===== src/hdl/uer_pkg.sv =====
`timescale 1ns / 1ps

package uer_pkg;

	typedef enum logic [1:0] {
		ST_IDLE   = 2'd0,
		ST_ACTIVE = 2'd1,
		ST_FIRST  = 2'd2,
		ST_UNRESP = 2'd3
	} status_t;

	typedef enum logic [1:0] {
		CMD_OK        = 2'd0,
		CMD_REDUNDANT = 2'd1,
		CMD_NONE      = 2'd2
	} cmd_res_t;

	typedef enum logic [5:0] {
		PH_SEND = 6'b000001,
		PH_HIGH = 6'b000010,
		PH_RISE = 6'b000100,
		PH_FALL = 6'b001000,
		PH_DONE = 6'b010000,
		PH_TOUT = 6'b100000
	} phase_t;

	localparam logic [1:0] OP_TICK  = 2'd0;
	localparam logic [1:0] OP_START = 2'd1;
	localparam logic [1:0] OP_STOP  = 2'd2;

	localparam logic [1:0] CFG_TRIGGER_TICKS = 2'd0;
	localparam logic [1:0] CFG_RISE_TIMEOUT  = 2'd1;
	localparam logic [1:0] CFG_FALL_TIMEOUT  = 2'd2;
	localparam logic [1:0] CFG_CM_PER_TICK   = 2'd3;

	localparam logic [15:0] RST_TRIGGER_TICKS = 16'd10;
	localparam logic [15:0] RST_RISE_TIMEOUT  = 16'd30000;
	localparam logic [15:0] RST_FALL_TIMEOUT  = 16'd30000;
	localparam logic [15:0] RST_CM_PER_TICK   = 16'd1114;

endpackage


===== src/hdl/uer_if.sv =====
`timescale 1ns / 1ps

interface uer_tick_if;
	logic       valid;
	logic       ready;
	logic [1:0] operation;
	logic       echo_level;

	modport source (output valid, output operation, output echo_level, input ready);
	modport sink (input valid, input operation, input echo_level, output ready);
endinterface

interface uer_result_if;
	logic        valid;
	logic        ready;
	logic        trigger_level;
	logic [1:0]  status;
	logic [1:0]  command_result;
	logic [15:0] distance_cm;
	logic        new_measurement;

	modport source (output valid, output trigger_level, output status, output command_result,
		output distance_cm, output new_measurement, input ready);
	modport sink (input valid, input trigger_level, input status, input command_result,
		input distance_cm, input new_measurement, output ready);
endinterface

interface uer_cfg_if;
	logic        valid;
	logic        ready;
	logic [1:0]  index;
	logic [15:0] data;

	modport source (output valid, output index, output data, input ready);
	modport sink (input valid, input index, input data, output ready);
endinterface


===== src/hdl/ultrasonic_echo_ranger.sv =====
`timescale 1ns / 1ps
// A result passes the input register, the state update and the distance multiply
// into the output register. Throughput: one tick per cycle unless result.ready
// stalls the output; the sensor state machine advances once per tick.
// Reset (arst_n low) clears the pipeline, sets status idle in the send-trigger phase
// and loads the register defaults 10, 30000, 30000 and 1114.
module ultrasonic_echo_ranger #(
	parameter int COUNT_WIDTH = 16
) (
	input logic          clk,
	input logic          arst_n,
	uer_cfg_if.sink      cfg,
	uer_tick_if.sink     tick,
	uer_result_if.source result
);
	import uer_pkg::*;

	localparam int CMP_W = (COUNT_WIDTH > 16) ? COUNT_WIDTH : 16;
	localparam logic [COUNT_WIDTH-1:0] CNT_MAX = '1;

	logic [15:0] trig_ticks_q;
	logic [15:0] rise_tout_q;
	logic [15:0] fall_tout_q;
	logic [15:0] cm_per_tick_q;

	status_t                status_q;
	phase_t                 phase_q;
	logic [COUNT_WIDTH-1:0] timer_q;
	logic [COUNT_WIDTH-1:0] width_q;
	logic                   prev_echo_q;
	logic                   trig_q;

	logic       v_s1;
	logic [1:0] op_s1;
	logic       echo_s1;

	logic                   v_s2;
	logic                   trig_s2;
	status_t                status_s2;
	cmd_res_t               cmd_s2;
	logic                   fresh_s2;
	logic [COUNT_WIDTH-1:0] width_s2;

	logic     v_s3;
	logic     trig_s3;
	status_t  status_s3;
	cmd_res_t cmd_s3;
	logic     fresh_s3;
	logic [15:0] dist_s3;

	logic en1, en2, en3, step;

	status_t                n_status;
	phase_t                 n_phase;
	logic [COUNT_WIDTH-1:0] n_timer;
	logic [COUNT_WIDTH-1:0] n_width;
	logic                   n_trig;
	cmd_res_t               n_cmd;
	logic                   n_fresh;
	logic [15:0]            dist_calc;

	assign en3  = !v_s3 || result.ready;
	assign en2  = !v_s2 || en3;
	assign en1  = !v_s1 || en2;
	assign step = v_s1 && en2;

	assign tick.ready = en1;
	assign cfg.ready  = 1'b1;

	always_ff @(posedge clk or negedge arst_n) begin
		if (!arst_n) begin
			trig_ticks_q  <= RST_TRIGGER_TICKS;
			rise_tout_q   <= RST_RISE_TIMEOUT;
			fall_tout_q   <= RST_FALL_TIMEOUT;
			cm_per_tick_q <= RST_CM_PER_TICK;
		end else if (cfg.valid) begin
			unique case (cfg.index)
				CFG_TRIGGER_TICKS: trig_ticks_q  <= cfg.data;
				CFG_RISE_TIMEOUT:  rise_tout_q   <= cfg.data;
				CFG_FALL_TIMEOUT:  fall_tout_q   <= cfg.data;
				CFG_CM_PER_TICK:   cm_per_tick_q <= cfg.data;
			endcase
		end
	end

	// Commands act first, then the phase step runs on the updated status.
	always_comb begin
		n_status = status_q;
		n_phase  = phase_q;
		n_timer  = timer_q;
		n_width  = width_q;
		n_trig   = trig_q;
		n_cmd    = CMD_NONE;
		n_fresh  = 1'b0;

		if (op_s1 == OP_START) begin
			if (status_q == ST_IDLE || status_q == ST_UNRESP) begin
				n_status = ST_FIRST;
				n_phase  = PH_SEND;
				n_timer  = '0;
				n_trig   = 1'b0;
				n_cmd    = CMD_OK;
			end else begin
				n_cmd = CMD_REDUNDANT;
			end
		end else if (op_s1 == OP_STOP) begin
			if (status_q != ST_IDLE) begin
				n_status = ST_IDLE;
				n_phase  = PH_SEND;
				n_timer  = '0;
				n_trig   = 1'b0;
				n_cmd    = CMD_OK;
			end else begin
				n_cmd = CMD_REDUNDANT;
			end
		end

		if (n_status == ST_UNRESP) begin
			n_status = ST_FIRST;
			n_phase  = PH_SEND;
			n_timer  = '0;
			n_trig   = 1'b0;
		end else if (n_status != ST_IDLE) begin
			unique case (n_phase)
				PH_SEND: begin
					n_trig  = 1'b1;
					n_timer = '0;
					n_phase = PH_HIGH;
				end
				PH_HIGH: begin
					if (n_timer != CNT_MAX) begin
						n_timer = n_timer + 1'b1;
					end
					if (CMP_W'(n_timer) >= CMP_W'(trig_ticks_q) || n_timer == CNT_MAX) begin
						n_trig  = 1'b0;
						n_timer = '0;
						n_phase = PH_RISE;
					end
				end
				PH_RISE: begin
					if (!prev_echo_q && echo_s1) begin
						n_timer = COUNT_WIDTH'(1);
						n_phase = PH_FALL;
					end else begin
						if (n_timer != CNT_MAX) begin
							n_timer = n_timer + 1'b1;
						end
						if (CMP_W'(n_timer) >= CMP_W'(rise_tout_q) || n_timer == CNT_MAX) begin
							n_status = ST_UNRESP;
							n_phase  = PH_TOUT;
						end
					end
				end
				PH_FALL: begin
					if (!echo_s1) begin
						n_width  = n_timer;
						n_fresh  = 1'b1;
						n_status = ST_ACTIVE;
						n_phase  = PH_DONE;
					end else begin
						if (n_timer != CNT_MAX) begin
							n_timer = n_timer + 1'b1;
						end
						if (CMP_W'(n_timer) >= CMP_W'(fall_tout_q) || n_timer == CNT_MAX) begin
							n_status = ST_UNRESP;
							n_phase  = PH_TOUT;
						end
					end
				end
				default: begin
					n_phase = PH_SEND;
					n_timer = '0;
				end
			endcase
		end
	end

	always_ff @(posedge clk or negedge arst_n) begin
		if (!arst_n) begin
			status_q    <= ST_IDLE;
			phase_q     <= PH_SEND;
			timer_q     <= '0;
			width_q     <= '0;
			prev_echo_q <= 1'b0;
			trig_q      <= 1'b0;
		end else if (step) begin
			status_q    <= n_status;
			phase_q     <= n_phase;
			timer_q     <= n_timer;
			width_q     <= n_width;
			prev_echo_q <= echo_s1;
			trig_q      <= n_trig;
		end
	end

	always_ff @(posedge clk or negedge arst_n) begin
		if (!arst_n) begin
			v_s1 <= 1'b0;
			v_s2 <= 1'b0;
			v_s3 <= 1'b0;
		end else begin
			if (en1) begin
				v_s1 <= tick.valid;
			end
			if (en2) begin
				v_s2 <= v_s1;
			end
			if (en3) begin
				v_s3 <= v_s2;
			end
		end
	end

	always_ff @(posedge clk) begin
		if (en1) begin
			op_s1   <= tick.operation;
			echo_s1 <= tick.echo_level;
		end
		if (step) begin
			trig_s2   <= n_trig;
			status_s2 <= n_status;
			cmd_s2    <= n_cmd;
			fresh_s2  <= n_fresh;
			width_s2  <= n_width;
		end
		if (en3 && v_s2) begin
			trig_s3   <= trig_s2;
			status_s3 <= status_s2;
			cmd_s3    <= cmd_s2;
			fresh_s3  <= fresh_s2;
			dist_s3   <= dist_calc;
		end
	end

	uer_scale #(
		.COUNT_WIDTH(COUNT_WIDTH)
	) u_scale (
		.echo_width(width_s2),
		.cm_per_tick_q16(cm_per_tick_q),
		.distance_cm(dist_calc)
	);

	assign result.valid           = v_s3;
	assign result.trigger_level   = trig_s3;
	assign result.status          = status_s3;
	assign result.command_result  = cmd_s3;
	assign result.distance_cm     = dist_s3;
	assign result.new_measurement = fresh_s3;
endmodule


===== src/hdl/uer_scale.sv =====
`timescale 1ns / 1ps

module uer_scale #(
	parameter int COUNT_WIDTH = 16
) (
	input  logic [COUNT_WIDTH-1:0] echo_width,
	input  logic [15:0]            cm_per_tick_q16,
	output logic [15:0]            distance_cm
);
	localparam int PROD_W = COUNT_WIDTH + 16;
	localparam int EXT_W  = (COUNT_WIDTH > 16) ? COUNT_WIDTH : 16;

	logic [PROD_W-1:0]      product;
	logic [EXT_W-1:0]       dist_ext;

	always_comb begin
		product  = PROD_W'(echo_width) * PROD_W'(cm_per_tick_q16);
		dist_ext = EXT_W'(product[PROD_W-1:16]);
		if (dist_ext > EXT_W'(16'hFFFF)) begin
			distance_cm = 16'hFFFF;
		end else begin
			distance_cm = dist_ext[15:0];
		end
	end
endmodule


===== src/flat_wrapper.sv =====
// flat-port wrapper written by rule: the top's interface ports become plain ports
module ultrasonic_echo_ranger_flat import uer_pkg::*;
#(
	parameter int COUNT_WIDTH = 16
)
  (clk, arst_n, cfg_valid, cfg_index, cfg_data, cfg_ready, tick_valid, tick_operation, tick_echo_level, tick_ready, result_valid, result_trigger_level, result_status, result_command_result, result_distance_cm, result_new_measurement, result_ready);
  uer_cfg_if cfg_i ();
  uer_tick_if tick_i ();
  uer_result_if result_i ();
  input logic clk;
  input logic arst_n;
  input wire logic [$bits(cfg_i.valid)-1:0] cfg_valid;
  input wire logic [$bits(cfg_i.index)-1:0] cfg_index;
  input wire logic [$bits(cfg_i.data)-1:0] cfg_data;
  output wire logic [$bits(cfg_i.ready)-1:0] cfg_ready;
  input wire logic [$bits(tick_i.valid)-1:0] tick_valid;
  input wire logic [$bits(tick_i.operation)-1:0] tick_operation;
  input wire logic [$bits(tick_i.echo_level)-1:0] tick_echo_level;
  output wire logic [$bits(tick_i.ready)-1:0] tick_ready;
  output wire logic [$bits(result_i.valid)-1:0] result_valid;
  output wire logic [$bits(result_i.trigger_level)-1:0] result_trigger_level;
  output wire logic [$bits(result_i.status)-1:0] result_status;
  output wire logic [$bits(result_i.command_result)-1:0] result_command_result;
  output wire logic [$bits(result_i.distance_cm)-1:0] result_distance_cm;
  output wire logic [$bits(result_i.new_measurement)-1:0] result_new_measurement;
  input wire logic [$bits(result_i.ready)-1:0] result_ready;
  assign cfg_i.valid = cfg_valid;
  assign cfg_i.index = cfg_index;
  assign cfg_i.data = cfg_data;
  assign cfg_ready = cfg_i.ready;
  assign tick_i.valid = tick_valid;
  assign tick_i.operation = tick_operation;
  assign tick_i.echo_level = tick_echo_level;
  assign tick_ready = tick_i.ready;
  assign result_valid = result_i.valid;
  assign result_trigger_level = result_i.trigger_level;
  assign result_status = result_i.status;
  assign result_command_result = result_i.command_result;
  assign result_distance_cm = result_i.distance_cm;
  assign result_new_measurement = result_i.new_measurement;
  assign result_i.ready = result_ready;
  ultrasonic_echo_ranger #(.COUNT_WIDTH(COUNT_WIDTH)) u_core (.clk(clk), .arst_n(arst_n), .cfg(cfg_i), .tick(tick_i), .result(result_i));
endmodule

===== config.mk =====
export PLATFORM = sky130hd
export DESIGN_NAME = ultrasonic_echo_ranger_flat
export DESIGN_NICKNAME = d
export VERILOG_FILES = /design/src/hdl/uer_pkg.sv /design/src/hdl/uer_if.sv /design/src/hdl/ultrasonic_echo_ranger.sv /design/src/hdl/uer_scale.sv /design/src/flat_wrapper.sv
export SDC_FILE = /design/constraint.sdc
export NUM_CORES = 1
export LEC_CHECK = 0
export BUFFER_PORTS_ARGS = -buffer_cell sky130_fd_sc_hd__buf_2
export CAP_MARGIN = 25
export CORE_MARGIN = 8
export CORE_UTILIZATION = 50
export CTS_CLUSTER_DIAMETER = 120
export DETAILED_ROUTE_END_ITERATION = 7
export GPL_ROUTABILITY_DRIVEN = 1
export PLACE_DENSITY = 0.72
export SLEW_MARGIN = 20
export SYNTH_ARGS = -nofsm -noshare
export SYNTH_HDL_FRONTEND = slang
export SYNTH_SLANG_ARGS = --single-unit

===== constraint.sdc =====
create_clock -name clk -period 9.69 [get_ports clk]
set_input_delay 0.969 -clock clk [delete_from_list [all_inputs] [get_ports clk]]
set_output_delay 0.969 -clock clk [all_outputs]
set_load 0.1 [all_outputs]

# [After elaboration in Yosys (flattened, before gate mapping)]
# Index checks and enable logic that the tools add are counted.
[totals] register_bits=156 latch_bits=0 mem_bits_rw=0 rom_bits=0 out_inout_bits=25 word_cells=133 mem_count=0
[op_classes] addsub=1 multipliers=1 n_div=0 n_lt_le_gt_ge=4 eq_ne=15 shifts=0 n_mux=62 bitwise_logic=2 n_reduce_logical=23
[op_table] operator="two-way mux 16 bit" n=25
[op_table] operator="two-way mux 6 bit" n=11
[op_table] operator="== test 16 bit, second input constant" n=3
[op_table] operator=">= comparator 16 bit" n=3
[op_table] operator="case mux 16 bit (3 select lines)" n=1
[op_table] operator="multiplier 16 x 16 -> 32 bit" n=1
[op_table] operator="two-way mux 2 bit" n=12
[op_table] operator="case mux 6 bit (4 select lines)" n=1
[op_table] operator="adder 16 x 1 -> 16 bit, second input constant" n=1
[op_table] operator="greater-than comparator 16 bit, second input constant" n=1
[op_table] operator="inequality test 16 bit, second input constant" n=1
[op_table] operator="== test 2 bit, second input constant" n=5
[op_table] operator="two-way mux 1 bit" n=10
[op_table] operator="AND reduction 2 bit" n=4
[op_table] operator="logical OR 1 bit" n=7
[op_table] operator="== test 6 x 1 -> 1 bit, second input constant" n=1
[op_table] operator="== test 6 x 2 -> 1 bit, second input constant" n=1
[op_table] operator="== test 6 x 3 -> 1 bit, second input constant" n=1
[op_table] operator="== test 6 x 4 -> 1 bit, second input constant" n=1
[op_table] operator="== test 2 x 1 -> 1 bit, second input constant" n=2
[op_table] operator="logical NOT 1 bit" n=4
[op_table] operator="logical NOT 2 bit" n=2
[op_table] operator="case mux 2 bit (2 select lines)" n=1
[op_table] operator="nonzero test 2 bit" n=2
[op_table] operator="other kinds (4)" n=7

# [Logic depth before layout (Yosys ltp)]
[logic_depth] ltp_word=17 ltp_mapped=25 ltp_nobuf=22

# [By module]
# A second synthesis with hierarchy kept.
[unflattened] hier_cells=1656 hier_area_um2=16253.1
[by_module_without_submodules] mod="ultrasonic_echo_ranger" instances=1 cells_per_inst=739 area_each_um2=8169.1 seq_area_each_um2=4166.5
[by_module_without_submodules] mod="uer_scale" instances=1 cells_per_inst=917 area_each_um2=8084.0 seq_area_each_um2=0.0

# [Least setup slack after synthesis]
# Ideal clock, no wire load.
[synth_path] kind="reg2reg" startpoint="register u_core.cm_per_tick_q[1]" endpoint="register u_core.dist_s3[15], in the netlist u_core.result.distance_cm[15] (data pin)" setup_ns=0.260 t_arrival_ns=5.842 required_ns=9.430 path_slack_ns=3.588 path_stages_with_launch=21 n_path_buf=1 synth_period_minus_slack_ns=6.102 path_cell_list="dfstp_2 > clkbuf_1 > nand2_1 > fa_1 > fa_1 > inv_1 > fa_1 > fa_1 > fa_1 > inv_1 > fa_1 > inv_1 > ha_1 > nand4_1 > a21oi_1 > nand3_1 > o2111a_1 > o21a_1 > o41ai_1 > a21oi_1 > xnor2_1"
[synth_via] elab_chain_cells=2
[synth_rtl] element="from (decl)" line_no="ultrasonic_echo_ranger.sv:24" source="logic [15:0] cm_per_tick_q;"
[synth_rtl] element="from (signal assigned)" line_no="ultrasonic_echo_ranger.sv:81" source="CFG_CM_PER_TICK: cm_per_tick_q <= cfg.data;"
[synth_rtl] element="multiplier 16 x 16 -> 32 bit *" line_no="uer_scale.sv:17" source="product = PROD_W'(echo_width) * PROD_W'(cm_per_tick_q16);"
[synth_rtl] element="net u_core.u_scale.product[31]" line_no="uer_scale.sv:13" source="logic [PROD_W-1:0] product;"
[synth_rtl] element="greater-than comparator 16 bit" line_no="uer_scale.sv:19" source="if (dist_ext > EXT_W'(16'hFFFF)) begin"
[synth_rtl] element="to (signal assigned)" line_no="ultrasonic_echo_ranger.sv:231" source="dist_s3 <= dist_calc;"
[synth_rtl] element="to (decl)" line_no="ultrasonic_echo_ranger.sv:49" source="logic [15:0] dist_s3;"
# The timed path passes the listed nets; every way through them passes the cells marked *.
# A chain may end at the register's enable or synchronous reset.

# [Final worst setup path]
[layout_path] startpoint="register u_core.width_s2[12]" endpoint="register u_core.dist_s3[9], in the netlist u_core.result.distance_cm[9] (data pin)"
[layout_via] elab_chain_cells=2
[layout_rtl] element="from (decl)" line_no="ultrasonic_echo_ranger.sv:42" source="logic [COUNT_WIDTH-1:0] width_s2;"
[layout_rtl] element="from (signal assigned)" line_no="ultrasonic_echo_ranger.sv:224" source="width_s2 <= n_width;"
[layout_rtl] element="multiplier 16 x 16 -> 32 bit *" line_no="uer_scale.sv:17"
[layout_rtl] element="net u_core.u_scale.product[25]" line_no="uer_scale.sv:13"
[layout_rtl] element="greater-than comparator 16 bit" line_no="uer_scale.sv:19"
# Marked as above.

==> summary.txt <==
Synthesis
  • Synth warn: 0
  • Syn Inst Count: 1629
  • Post-synth EDFFs: 47
  • Register area share after synthesis: about a quarter
  • Async set or reset register ratio after synthesis: a little over two thirds
  • Post-synthesis register bit count: 156
  • Synth unique cells: 80
  • Syn Nets: 2000
  • Mean Syn Cell Area: roughly 9.9 sq um
  • Mapped cell area: ~0.016 sq mm
  • Ys flop type: dfrtp_1

Worst setup path
  • Bufs and invs on worst path: 3
  • Setup CP Type: register to register
  • Worst-path fanout max: 16
  • Startpoint types: register
  • Worst Path Required: slightly below 10 ns
  • CP max stage delay: 0.79 ns
  • R2R Setup Slk: slightly above 3 ns
  • Worst Setup End Kind: register
  • Slowest CP cell: edfxtp_1
  • Worst Path Arrival: 6.83 ns
  • Most used cell, CP: fa_1
  • CP top delay family: adder cells
  • CP Cell Sequence: nand2_1, fa_1, fa_1, fa_1, inv_1, fa_1, fa_1, inv_1, fa_1, inv_1, ha_1, a21o_1, a21oi_1, nor2b_1, o41ai_1, o21a_1, a21boi_0, a21o_1, a21oi_1, xnor2_1

Clock tree
  • Root buffer cell: clkbuf_16
  • Worst skew pair latency: about 0.45 ns
  • Clk slew on worst S/H paths: 0.07 ns
  • Num Clock Sinks: ~160
  • TritonCTS buffer count: 17
  • H-tree lvl count: 4
  • Clock Path Buffers: 2
  • Resized cells post-CTS: 0
  • CTS tree: yes
  • # Post-CTS Setup Buffers: 0
  • Cts hold-fix bufs: 0

Global routing
  • Global route total overflow: 0
  • Pin count of the biggest net entering global routing: slightly above 70
  • First-pass GRT wire length: around 61 mm
  • Initial antenna violation count: 0
  • Vias in the first global route: 12015
  • GRT Total Usage: 19.8%

Finish
  • Final non-filler cell total: ~2100
  • Layout cells sized above 1: 12.1%
  • N_diodes: 0
  • Final net count: 2009
  • Synth-to-Final Area Change: 6.99%

Drt
  • DR vias: roughly 11000
  • Drt first pass iters: 5
  • DRC violations left: 0
  • Detail Route Antenna Nets: 0
  • Initial DRC count: between 700 and 800
  • Vias per cell: approximately 5.5
  • Avg WL per Cell: approximately 18 microns
  • Total Routed Length: 36.7 mm

STA
  • Unrepaired setup endpoints after global routing: no
  • Final setup vio count: 0
  • Clock skew: between 0.008 and 0.009 ns
  • Final slew viol count: 0
  • Tcrit/Tclk final: between 60% and 70%
  • Fmax: around 0.15 GHz
  • Tmin final: between 6 and 7 ns
  • Final Hold Viols: 0
  • Slew margin rel.: 34.3%
  • Worst slew pin tran: between 0.9 and 1 ns
  • Setup_tns: 0 ns

Floorplan
  • IO Pins: 51
  • Initial Util: about half
  • Placement row count: 65
  • Die Y: just under 200 microns
  • Die area: 0.0382 sq mm
  • Core footprint: 0.0316 sq mm
  • Die W: just under 200 microns

Min path
  • Hold Crit Class: register to register

Placed design
  • DP Wirelength: ~28 mm
  • # port buffers: 49
  • Placed insts: 2021
  • GP Congestion: roughly 0.90

Pwr
  • P_leak: 0.00846 uW
  • Worst VDD drop: ~0.46 mV
  • Power per cell area: ~370 mW/mm^2

Status
  • Status: complete, no violations

Job
  • Max-Cap Viols: 0
synth_stat cells (19+ instances only):
library cell | n | area share, %
o21ai_0 | 47 | 1.5
dfrtp_1 | 87 | 14
a21o_1 | 24 | 1.1
nor2_1 | 40 | 0.93
a21oi_1 | 41 | 1.3
clkbuf_1 | 49 | 1.1
and2_1 | 120 | 4.7
nand2_1 | 214 | 5.0
inv_1 | 282 | 6.6
mux2_2 | 66 | 4.6
xnor2_1 | 20 | 1.1
dfstp_2 | 22 | 3.6
edfxtp_1 | 47 | 8.8
nand4_1 | 19 | 0.74
fa_1 | 193 | 24
ha_1 | 152 | 12
flip-flops by register name (all words and copies together), names as in the netlist, 2 cells and up:
name,flops
u_core.result.status,2
u_core.result.command_result,2
u_core.status_s2,2
u_core.timer_q,16
u_core.fall_tout_q,16
u_core.trig_ticks_q,16
u_core.rise_tout_q,16
u_core.width_s2,16
u_core.cm_per_tick_q,16
u_core.op_s1,2
u_core.status_q,2
u_core.width_q,16
u_core.cmd_s2,2
u_core.phase_q,6
u_core.result.distance_cm,16
power by group:
part	internal, uW	switching, uW	total, uW
Sequential	986	139	1130
Clock	393	309	703
Combinational	1900	2650	4560
cells in the final DEF (no fill, tap or decap), types with 4 or more instances in the layout:
| cell | instances |
|---|---|
| inv_1 | 282 |
| nand2_1 | 214 |
| fa_1 | 193 |
| ha_1 | 152 |
| and2_1 | 120 |
| dfrtp_1 | 87 |
| mux2_2 | 66 |
| buf_2 | 48 |
| o21ai_0 | 47 |
| edfxtp_1 | 47 |
| a21oi_1 | 41 |
| nor2_1 | 40 |
| a21o_1 | 24 |
| dfstp_2 | 22 |
| xnor2_1 | 20 |
| nand4_1 | 19 |
| nand3_1 | 17 |
| nor3_1 | 17 |
| clkbuf_16 | 17 |
| a22o_1 | 12 |
| xor2_1 | 11 |
| nand2b_1 | 11 |
| or3_1 | 7 |
| a31oi_1 | 7 |
| buf_4 | 6 |
| or4_1 | 5 |
| nand4b_1 | 5 |
| nor2b_1 | 5 |
| a211oi_1 | 5 |
| nand3b_1 | 5 |
| a22o_2 | 5 |
| and3_1 | 4 |
| o211ai_1 | 4 |
| o21ai_1 | 4 |
logic make-up (layout without fill, tap and decap cells):
kind of cell,Yosys count,in the layout,share of synthesized area [%]
other,1,1,0.0233
and+or+nand+nor,495,495,15.9
adders and majority gates,345,345,35.8
xor gates and xnor gates,31,31,1.69
DFF,156,156,25.9
buffers and inverters,349,371,8.38
muxes,68,68,4.74
AOI/OAI and AO/OA,184,184,7.62
layer usage:
layer / GRT usage, % / share of wire, % / routed length (microns) / up-vias
li1: - / - / - / 5278
met1: 25.4 / 44 / 16000 / 5692
met2: 34.4 / 50 / 18400 / 264
met3: 2.61 / 3.9 / 1440 / 58
met4: 6.46 / 2.3 / 861 / 0
met5: 0 / 0 / 0 / -
final cells by class:
class,instances,area [sq um]
clock inverter,13,159
multi-input combinational,1124,10600
timing repair buffer,55,300
inverter,284,1070
tap,402,503
sequential,156,4170
clock buffer,19,443
fill,2737,14400
path summary, 6_finish.rpt:
check	start	end	cells past startpoint
worst max-delay path	u_core.width_s2[12]	u_core.result.distance_cm[9]	20
worst min-delay path	u_core.status_s2[1]	u_core.result.status[1]	0
min in group asynchronous	arst_n	u_core.fall_tout_q[11]	1
max in group asynchronous	arst_n	u_core.cm_per_tick_q[8]	2
worst max register to register	u_core.width_s2[12]	u_core.result.distance_cm[9]	20
worst min register to register	u_core.status_s2[1]	u_core.result.status[1]	0
stage by stage:
step / area [sq um] / hold slack (ns) / util (%) / setup slack [ns] / power, uW
2_1_floorplan: 16100 / 0.400 / - / 3.59 / 4660
4_1_cts: 17200 / 0.408 / 54.5 / 3.03 / 6450
5_1_grt: 17200 / 0.418 / 54.5 / 2.75 / 7130
6_report: 17200 / 0.413 / 54.5 / 3.06 / 6390
3_3_place_gp: 16600 / 0.408 / 52.5 / 3.17 / 5550
3_5_place_dp: 16600 / 0.406 / 52.6 / 3.04 / 5720
No activity file was read; power rests on OpenSTA's default activity.
